File: src/rtl/core/assert_macros.svh
// Assertion macros shared by the allocator RTL.
// Needs a clock named i_clk and an active-low reset named i_rst_n in scope.
`ifndef ASSERT_MACROS_SVH
`define ASSERT_MACROS_SVH

// Clocked assertion, disabled while reset is asserted.
`define ASSERT_CLK(label, prop, msg) \
    label: assert property (@(posedge i_clk) disable iff (!i_rst_n) (prop)) \
    else $error(msg);

// Clocked assertion that also holds during reset.
`define ASSERT_ALWAYS(label, prop, msg) \
    label: assert property (@(posedge i_clk) (prop)) else $error(msg);

`endif

File: src/rtl/core/bfa_pkg.sv
// Types and constants of the best-fit block allocator.
// No dependencies.
package bfa_pkg;

    localparam int unsigned AW        = 32;
    localparam int unsigned CFG_IDX_W = 2;

    localparam logic [AW-1:0] RESET_BASE = 32'h1234ABCD;
    localparam logic [AW-1:0] RESET_SIZE = 32'd409600;

    localparam logic [1:0] ACT_ALLOC = 2'd0;
    localparam logic [1:0] ACT_FREE  = 2'd1;
    localparam logic [1:0] ACT_INIT  = 2'd2;

    localparam logic [2:0] ST_OK      = 3'd0;
    localparam logic [2:0] ST_NOFIT   = 3'd1;
    localparam logic [2:0] ST_ZERO    = 3'd2;
    localparam logic [2:0] ST_BADFREE = 3'd3;
    localparam logic [2:0] ST_FULL    = 3'd4;

    localparam logic [CFG_IDX_W-1:0] REG_HEAP_BASE = 2'd0;
    localparam logic [CFG_IDX_W-1:0] REG_HEAP_SIZE = 2'd1;

    typedef struct packed {
        logic          valid;
        logic          alloc;
        logic [AW-1:0] start;
        logic [AW-1:0] size;
    } t_entry;

endpackage

File: src/rtl/core/bfa_cell.sv
// One table slot of the allocator ring; takes its neighbor's entry on shift.
// Depends on bfa_pkg.
module bfa_cell import bfa_pkg::*; #(
    parameter bit RST_VALID = 1'b0
) (
    input  logic   i_clk,
    input  logic   i_rst_n,
    input  logic   i_shift,
    input  t_entry i_entry,
    output t_entry o_entry
);

    t_entry r_entry;

    always_ff @(posedge i_clk) begin
        if (!i_rst_n) begin
            r_entry.valid <= RST_VALID;
            r_entry.alloc <= 1'b0;
            r_entry.start <= RST_VALID ? RESET_BASE : '0;
            r_entry.size  <= RST_VALID ? RESET_SIZE : '0;
        end else if (i_shift) begin
            r_entry <= i_entry;
        end
    end

    assign o_entry = r_entry;

endmodule

File: config.mk
export PLATFORM = sky130hd
export DESIGN_NAME = bfa_cell
export DESIGN_NICKNAME = d
export VERILOG_FILES = /design/src/rtl/core/assert_macros.svh /design/src/rtl/core/bfa_pkg.sv /design/src/rtl/core/bfa_cell.sv
export SDC_FILE = /design/constraint.sdc
export NUM_CORES = 1
export LEC_CHECK = 0
export ABC_CLOCK_PERIOD_IN_PS = 1100
export BUFFER_PORTS_ARGS = -buffer_cell sky130_fd_sc_hd__buf_2
export CAP_MARGIN = 40
export CORE_ASPECT_RATIO = 1.75
export CORE_UTILIZATION = 46
export CTS_BUF_LIST = sky130_fd_sc_hd__clkbuf_8
export CTS_CLUSTER_SIZE = 10
export DETAILED_ROUTE_END_ITERATION = 16
export GPL_TIMING_DRIVEN = 0
export PLACE_DENSITY = 0.94
export SLEW_MARGIN = 40
export SYNTH_ARGS = -nofsm -noshare
export SYNTH_HDL_FRONTEND = slang
export SYNTH_SLANG_ARGS = --single-unit
File: constraint.sdc
create_clock -name i_clk -period 1.1 [get_ports i_clk]
set_input_delay 0.275 -clock i_clk [delete_from_list [all_inputs] [get_ports i_clk]]
set_output_delay 0.275 -clock i_clk [all_outputs]
set_load 0.01 [all_outputs]
== Word level (Yosys, flattened, before mapping) ==
Index checks and enable logic that the tools add are counted.

* Register bits after elaboration: 66
* Output and inout port bits: 66
* Logic and storage cells: 4

== Longest topological paths before layout ==
Gate-level depths: netlist of run 1.

* Word-level depth: 0
* Depth in mapped cells: 5

== Worst setup path before layout of run 1 ==
No wires, ideal clock.

* Kind: input -> register
* From: input port i_shift
* To: register r_entry, in the netlist o_entry[21]
* Data arrival time: 0.874 ns
* Data required time: 0.984 ns
* Path slack: 0.110 ns
* Stages: 5
* Path through: buf_4 buf_12 buf_12 mux2i_1 nor2b_1

{| class="wikitable"
|+ RTL lines
! item !! RTL line !! source
|-
| start, declared || bfa_cell.sv:8 || <nowiki>input logic i_shift,</nowiki>
|-
| end signal, assigned || bfa_cell.sv:22 || <nowiki>r_entry <= i_entry;</nowiki>
|-
| end, declared || bfa_cell.sv:13 || <nowiki>t_entry r_entry;</nowiki>
|}

== Worst setup path in the final report of run 1 ==
* From: register r_entry, in the netlist o_entry[52]
* To: output port o_entry[52] in the netlist's numbering

{| class="wikitable"
|+ RTL lines
! item !! RTL line !! source
|-
| end, declared || bfa_cell.sv:10 || <nowiki>output t_entry o_entry</nowiki>
|}

No word-level cell between the ends.

==> flow_metrics.tcl, run 1 <==
set metrics [dict create \
    run_status "finished, final reports clean" \
    rows 35 \
    synth.distinct_cells 7 \
    yosys_warnings 0 \
    swShare_pct 24.1 \
    seq_power_share_pct 52.3 \
    layout_common_cells "130 x buf_2, 66 x mux2i_1, 66 x nor2b_1" \
    leakagePower_nw 1.83 \
    grt_pass1_wl_microns 8380 \
    core_area_sq_mm 0.00530 \
    skew_ns 0 \
    synthTopCellsByArea "dfxtp_1 52%, mux2i_1 26%, nor2b_1 16%" \
    cts-root-buf "clkbuf_8" \
    layout_commonest_cell "buf_2" \
    power_frac_clock_pct 32.9 \
    fin_nets 425 \
    critical_path_class "reg2out" \
    cp-start-kind "register" \
    maxCapViolations 0 \
    cts.htree.levels 3 \
    via_count 1983 \
    dp_hpwl_microns 4180 \
    cp.required_ns 0.82 \
    areaGrowthSynthToFinish_pct 38.0 \
    worst-r2r-cell-count 2 \
    cts.reportedPaths.clkPinSlew_ns 0.07 \
    n_antenna_cell 0 \
    hp-class "in2reg" \
    synth_top_area_cell "dfxtp_1" \
    io_pins 135 \
    cts_buffers 9 \
    pre_cts_ws_ns -0.0142 \
    p_switching_w 0.00121 \
    dieArea_sq_mm 0.00585 \
    die-height_microns 100 \
    timing.critical_path.from "o_entry[52]$_SDFFE_PN0P_" \
    post-cts-setup-buffers 0 \
    cts_buffer_depth 2 \
    slowest_delay_ns 0.34 \
    worstPathCellList "buf_2" \
    timing.final.crit_share_pct 97.1 \
    drt-initial-drc-count 32 \
    hold_violations 0 \
    fin_crit_ns 1.07 \
    instances_no_fill 435 \
    cp.depth 1 \
    fmax_mhz 936 \
    gr-total-overflow 0 \
    r2r_slack_ns 0.46 \
    end_kind "primary output" \
    cts_tree "done" \
    cts-hold-fix-buffers 0 \
    hold_path_depth 3 \
    clk_latency_ns 0.31 \
    ys_ff_latch 66 \
    dr.pass1.iters 4 \
    vias_per_cell 4.56 \
    largest_reg_flops 66 \
    io_buffer_count 132 \
    cpMaxStageDelayCell "dfxtp_1" \
    crit_family "flip-flops" \
    vdd_drop_max_uv 905 \
    r2r-end "o_entry[45]$_SDFFE_PN0P_" \
    seqCellArea_sq_mm 0.00136 \
    reg2reg_from "o_entry[45]$_SDFFE_PN0P_" \
    slew_violations 0 \
    setup_viol 0 \
    detail_route.wl_per_cell_microns 12.6 \
    comb_power_share_pct 14.7 \
    syn_nets 282 \
    final_core_util_pct 66.3 \
    tns_ns 0 \
    gp_congestion 0.679 \
    worstMarginPinSlew_ns 0.328 \
    syn_area_sq_mm 0.00254 \
    slew_headroom_pct 78.2 \
    ant_nets 0 \
    grt_usage_pct 18.8 \
    wl_microns 5460 \
    path_max_fanout 2 \
    syn_avg_cell_area_sq_um 11.9 \
    fill_cells 424 \
    ys_seq_area_share_pct 51.9 \
    grt_start_max_net_pins 11 \
    p_int_w 0.00379 \
    layout_setup_ws_ns 0.0318 \
    synthCells 213 \
    synth_top_area_share_pct 51.9 \
    cts_sinks 66 \
    powerDensity_mw_per_mm2 1420 \
    drive_gt1_share_pct 51.0 \
    crit_path_end "o_entry[52]" \
    grt_pass1_vias 2044 \
    critPathArrivalTime_ns 0.79 \
    crit_buf_inv 1 \
    die_w_microns 58.2 \
    multiInputGateArea_sq_mm 0.00107 \
    drc 0 \
    dp_cells 419 \
    start_util_pct 48.0 \
    antenna_found_initial 0 \
]
## routing by layer
metal	wire (microns)	part of all wire [%]	up-vias	track usage (%)
met5	0	0	-	0
met4	83	1.5	0	9.89
met3	285	5.2	7	4.77
met2	3080	56	80	35.6
met1	2010	37	915	17.8
li1	-	-	981	-
## worst min-delay path by stage
| stage | startpoint | end | slack [ns] |
|---|---|---|---|
| finish | i_entry[26] | o_entry[26]$_SDFFE_PN0P_ | 0.21 |
| CTS | i_entry[64] | o_entry[64]$_SDFFE_PN0P_ | 0.20 |
| global placement | o_entry[63]$_SDFFE_PN0P_ | o_entry[63]$_SDFFE_PN0P_ | 0.49 |
| floorplan | i_entry[0] | o_entry[0]$_SDFFE_PN0P_ | 0.44 |
| global route | i_entry[19] | o_entry[19]$_SDFFE_PN0P_ | 0.21 |
| detailed placement | o_entry[33]$_SDFFE_PN0P_ | o_entry[33]$_SDFFE_PN0P_ | 0.50 |
## power groups by stage
stage                     logic (W)  registers (W)  clock network, W
final                      0.000736        0.00261           0.00165
after global placement     0.000713        0.00264                 0
after CTS                  0.000743        0.00260           0.00170
after global routing       0.000803        0.00263           0.00182
after detailed placement   0.000740        0.00265                 0
after floorplan            0.000351        0.00272                 0
## cells in the mapped netlist
cell	n
clkbuf_1	6
clkbuf_2	1
buf_4	3
nor2b_1	66
dfxtp_1	66
buf_12	5
mux2i_1	66
## per-stage QoR
stage	power [W]	hold slack [ns]	cell area (sq um)
2_1_floorplan	0.00307	0.444	2540
3_3_place_gp	0.00336	0.491	3300
3_5_place_dp	0.00339	0.496	3300
4_1_cts	0.00504	0.199	3470
5_1_grt	0.00525	0.205	3510
6_report	0.00500	0.214	3510
## layout make-up
class | count | area share [%]
multi-input cells | 132 | 30.6
clock buffers | 10 | 3.92
clock inverters | 6 | 0.748
well taps | 74 | 2.64
flip-flops and latches | 66 | 38.7
plain buffers | 15 | 4.28
repair buffers | 132 | 19.2
## kinds of logic (layout without fill, tap and decap cells)
kind of cell	Yosys count	after routing	share of synthesized area (%)
buf+inv	15	163	5.90
flops	66	66	51.9
mux	66	66	26.0
simple gates	66	66	16.2
## what timing repair did
| action | 4_1_cts | 5_1_grt |
|---|---|---|
| pin swaps | 0 | 0 |
| endpoints found under the hold margin | 0 | 0 |
| endpoints found under the setup margin | 1 | 31 |
| gates resized for setup | 1 | 31 |
No activity file was read; power rests on OpenSTA's default activity.
==> inputs of run 2 (changes only) <==
--- a/config.mk
+++ b/config.mk
@@ -6,15 +6,15 @@
 export NUM_CORES = 1
 export LEC_CHECK = 0
 export ABC_CLOCK_PERIOD_IN_PS = 1100
-export BUFFER_PORTS_ARGS = -buffer_cell sky130_fd_sc_hd__buf_2
 export CAP_MARGIN = 40
 export CORE_ASPECT_RATIO = 1.75
-export CORE_UTILIZATION = 46
+export CORE_UTILIZATION = 50
 export CTS_BUF_LIST = sky130_fd_sc_hd__clkbuf_8
 export CTS_CLUSTER_SIZE = 10
 export DETAILED_ROUTE_END_ITERATION = 16
+export DONT_BUFFER_PORTS = 1
 export GPL_TIMING_DRIVEN = 0
-export PLACE_DENSITY = 0.94
+export MAX_ROUTING_LAYER = met4
 export SLEW_MARGIN = 40
 export SYNTH_ARGS = -nofsm -noshare
 export SYNTH_HDL_FRONTEND = slang
==> flow_metrics.tcl, run 2 (synthesized netlist as in run 1, its figures left out) <==
set metrics [dict create \
    drt-initial-drc-count 35 \
    ant_nets 0 \
    r2r-end "o_entry[7]$_SDFFE_PN0P_" \
    cts-root-buf "clkbuf_8" \
    cts.htree.levels 3 \
    hold_path_depth 2 \
    grt_start_max_net_pins 12 \
    timing.critical_path.from "o_entry[7]$_SDFFE_PN0P_" \
    hp-class "in2reg" \
    vias_per_cell 5.23 \
    drive_gt1_share_pct 10.5 \
    antenna_found_initial 0 \
    dp_hpwl_microns 3590 \
    cts_sinks 66 \
    hold_ws_ns 0.122 \
    layout_common_cells "66 x mux2i_1, 66 x nor2b_1, 66 x dfxtp_1" \
    comb_power_share_pct 7.1 \
    gp_congestion 0.731 \
    critPathArrivalTime_ns 0.74 \
    final_area_sq_mm 0.00287 \
    cts.reportedPaths.clkPinSlew_ns 0.07 \
    power_frac_clock_pct 44.2 \
    dr.pass1.iters 4 \
    tns_ns 0 \
    seq_power_share_pct 48.6 \
    io_buffer_count 0 \
    end_kind "primary output" \
    layout_setup_ws_ns 0.0868 \
    reg2reg_from "o_entry[7]$_SDFFE_PN0P_" \
    cts_resized 0 \
    n_antenna_cell 0 \
    grt_usage_pct 17.4 \
    die_w_microns 55.9 \
    vdd_drop_max_uv 1620 \
    clk_latency_ns 0.32 \
    run_status "finished, final reports clean" \
    core_area_sq_mm 0.00493 \
    largest_reg_flops 66 \
    grt_pass1_vias 1485 \
    timing.final.crit_share_pct 92.1 \
    rsz0062_at_grt "false" \
    cts_buffers 9 \
    r2r_slack_ns 0.41 \
    fmax_mhz 987 \
    via_count 1480 \
    io_pins 135 \
    post-cts-setup-buffers 0 \
    holdPathEnd "o_entry[19]$_SDFFE_PN0P_" \
    powerDensity_mw_per_mm2 1940 \
    areaGrowthSynthToFinish_pct 12.6 \
    dieArea_sq_mm 0.00539 \
    detail_route.wl_per_cell_microns 16.4 \
    setup_viol 0 \
    worstMarginPinSlew_ns 0.305 \
    cp.required_ns 0.82 \
    path_max_fanout 2 \
    maxCapViolations 0 \
    die-height_microns 96.4 \
    leakagePower_nw 1.25 \
    worst-r2r-cell-count 2 \
    drc 0 \
    cts_tree "done" \
    slew_violations 0 \
    critical_path_class "reg2out" \
    start_util_pct 51.6 \
    grt_pass1_wl_microns 6840 \
    hold_violations 0 \
    pre_cts_ws_ns 0.0167 \
    dpl_cell_area_sq_mm 0.00261 \
    wl_microns 4650 \
    fin_nets 293 \
    p_int_w 0.00438 \
    cts-hold-fix-buffers 0 \
    min-delay-start "i_entry[19]" \
    gr-total-overflow 0 \
    final_core_util_pct 58.1 \
    swShare_pct 21.1 \
    cp-start-kind "register" \
    p_switching_w 0.00117 \
    skew_ns 0 \
    cts_buffer_depth 2 \
    slew_headroom_pct 79.6 \
    rows 34 \
    fin_crit_ns 1.01 \
]
==> run 2: cell types whose count changed in the layout (fill, tap and decap cells not counted), sizes merged <==
cell	before	now
bufinv	0	3
clkinvlp	0	1
buf	140	8
clkinv	3	0
inv	3	1
clkbuf	17	18
==> run 2: metal layers <==
layer	vias to the layer above	GRT usage (%)	part of all wire (%)
li1	723	-	-
met1	672	17.8	35
met3	13	5.59	6.6
met2	72	29.3	54
met5	-	-	0
met4	0	10.2	3.7
==> run 2: worst max-delay path by stage <==
stage | end | depth (start not counted) | slack (ns)
after floorplan | o_entry[21]$_SDFFE_PN0P_ | 5 | 0.11
after global placement | o_entry[22]$_SDFFE_PN0P_ | 5 | 0.06
after detailed placement | o_entry[53]$_SDFFE_PN0P_ | 5 | 0.02
after CTS | o_entry[7] | 0 | 0.07
after global routing | o_entry[65] | 0 | 0.06
final | o_entry[7] | 0 | 0.09
==> run 2: through the flow <==
step           cells  power, W
3_3_place_gp     267   0.00313
5_1_grt          283   0.00577
2_1_floorplan    213   0.00307
3_5_place_dp     267   0.00316
6_report         283   0.00555
4_1_cts          283   0.00564
==> run 2: final cells by class <==
class,instances,area (sq um)
fillers,453,2070
flip-flops and latches,66,1320
multi-input cells,132,1070
clock buffers,11,151
plain buffers,15,150
clock inverters,5,101
well taps,54,67.6
==> run 2: power groups by stage <==
stage                     clock (W)  combinational, W  sequential (W)
after floorplan                   0          0.000351         0.00272
after global placement            0          0.000382         0.00275
after detailed placement          0          0.000403         0.00275
after CTS                   0.00253          0.000403         0.00270
after global routing        0.00262          0.000442         0.00271
final                       0.00246          0.000395         0.00270
==> inputs of run 3 (changes only) <==
--- a/config.mk
+++ b/config.mk
@@ -15,6 +15,7 @@
 export DONT_BUFFER_PORTS = 1
 export GPL_TIMING_DRIVEN = 0
 export MAX_ROUTING_LAYER = met4
+export RECOVER_POWER = 100
 export SLEW_MARGIN = 40
 export SYNTH_ARGS = -nofsm -noshare
 export SYNTH_HDL_FRONTEND = slang
==> flow_metrics.tcl, run 3 (synthesized netlist as in run 1, its figures left out) <==
set metrics [dict create \
    io_buffer_count 0 \
    setup_viol 0 \
    worstMarginPinSlew_ns 0.361 \
    slew_violations 0 \
    rows 34 \
    tns_ns 0 \
    cts_tree "done" \
    antenna_found_initial 0 \
    dieArea_sq_mm 0.00539 \
    cts_sinks 66 \
    die_w_microns 55.9 \
    ant_nets 0 \
    critPathArrivalTime_ns 0.74 \
    detail_route.wl_per_cell_microns 16.4 \
    dp_hpwl_microns 3590 \
    cp.required_ns 0.82 \
    cts-root-buf "clkbuf_8" \
    die-height_microns 96.4 \
    core_area_sq_mm 0.00493 \
    dr.pass1.iters 4 \
    path_max_fanout 2 \
    fin_crit_ns 1.01 \
    slew_headroom_pct 75.9 \
    vdd_drop_max_uv 1620 \
    cts_buffers 9 \
    cts_resized 0 \
    drive_gt1_share_pct 10.0 \
    dpl_cell_area_sq_mm 0.00261 \
    cts_buffer_depth 2 \
    cts.reportedPaths.clkPinSlew_ns 0.07 \
    largest_reg_flops 66 \
    fill_cells 454 \
    hp-class "in2reg" \
    fmax_mhz 987 \
    areaGrowthSynthToFinish_pct 12.5 \
    cts.htree.levels 3 \
    clk_latency_ns 0.32 \
    gp_congestion 0.731 \
    grt_pass1_vias 1485 \
    run_status "finished, final reports clean" \
    vias_per_cell 5.23 \
    gr-total-overflow 0 \
    layout_common_cells "66 x mux2i_1, 66 x nor2b_1, 66 x dfxtp_1" \
    timing.final.crit_share_pct 92.1 \
    drc 0 \
    wl_microns 4650 \
    via_count 1479 \
    maxCapViolations 0 \
    grt_start_max_net_pins 12 \
    hold_violations 0 \
    rsz0062_at_grt "false" \
    cts-hold-fix-buffers 0 \
    grt_usage_pct 17.4 \
    post-cts-setup-buffers 0 \
    n_antenna_cell 0 \
    grt_pass1_wl_microns 6840 \
    end_kind "primary output" \
    fin_nets 293 \
    skew_ns 0 \
    critical_path_class "reg2out" \
    start_util_pct 51.6 \
    cp-start-kind "register" \
    io_pins 135 \
    leakagePower_nw 1.25 \
    drt-initial-drc-count 35 \
    p_total_w 0.00555 \
    powerDensity_mw_per_mm2 1940 \
    final_area_sq_mm 0.00286 \
]
run 3: cell count changes in the layout (fill, tap and decap cells not counted):
| cell | before | now |
|---|---|---|
| clkbuf_1 | 6 | 7 |
| clkbuf_2 | 1 | 0 |
run 3: final timing paths:
| kind | startpoint | endpoint | slack (ns) | depth (start not counted) |
|---|---|---|---|---|
| worst max register to register | o_entry[7]$_SDFFE_PN0P_ | o_entry[7]$_SDFFE_PN0P_ | 0.40 | 2 |
| worst min-delay path | i_entry[19] | o_entry[19]$_SDFFE_PN0P_ | 0.12 | 2 |
| worst max-delay path | o_entry[7]$_SDFFE_PN0P_ | o_entry[7] | 0.09 | 0 |
| worst min register to register | o_entry[28]$_SDFFE_PN0P_ | o_entry[28]$_SDFFE_PN0P_ | 0.57 | 2 |
run 3: cell type report:
type | count | area, sq um | share of cell area, %
buffer | 15 | 149 | 5.20
sequential | 66 | 1320 | 46.1
tap | 54 | 67.6 | 2.36
clock inverter | 5 | 101 | 3.54
multi-input combinational | 132 | 1070 | 37.5
clock buffer | 11 | 151 | 5.29
run 3: power breakdown:
part / switching, W / total [W] / internal, W / leakage (nW)
registers: 0.000165 / 0.00270 / 0.00254 / 0.545
clock network: 0.000835 / 0.00246 / 0.00162 / 0.127
logic: 0.000170 / 0.000395 / 0.000225 / 0.573
run 3: per-stage QoR:
stage               utilization (%)  setup slack, ns  hold WS, ns  std cells
global route                   58.0           0.0592        0.108        283
floorplan                         -            0.110        0.444        213
CTS                            58.1           0.0686        0.103        283
detailed placement             52.9           0.0167        0.458        267
finish                         58.0           0.0870        0.122        283
global placement               52.9           0.0606        0.448        267
run 3: worst register-to-register path: stages (launching register included):
cell and delay (ns):
dfxtp_1 0.42, mux2i_1 0.10, nor2b_1 0.12
run 3: metal layers:
layer / GRT usage, % / share of wire [%]
met5: - / 0
met3: 5.59 / 6.6
met1: 17.8 / 35
met2: 29.3 / 54
met4: 10.2 / 3.7
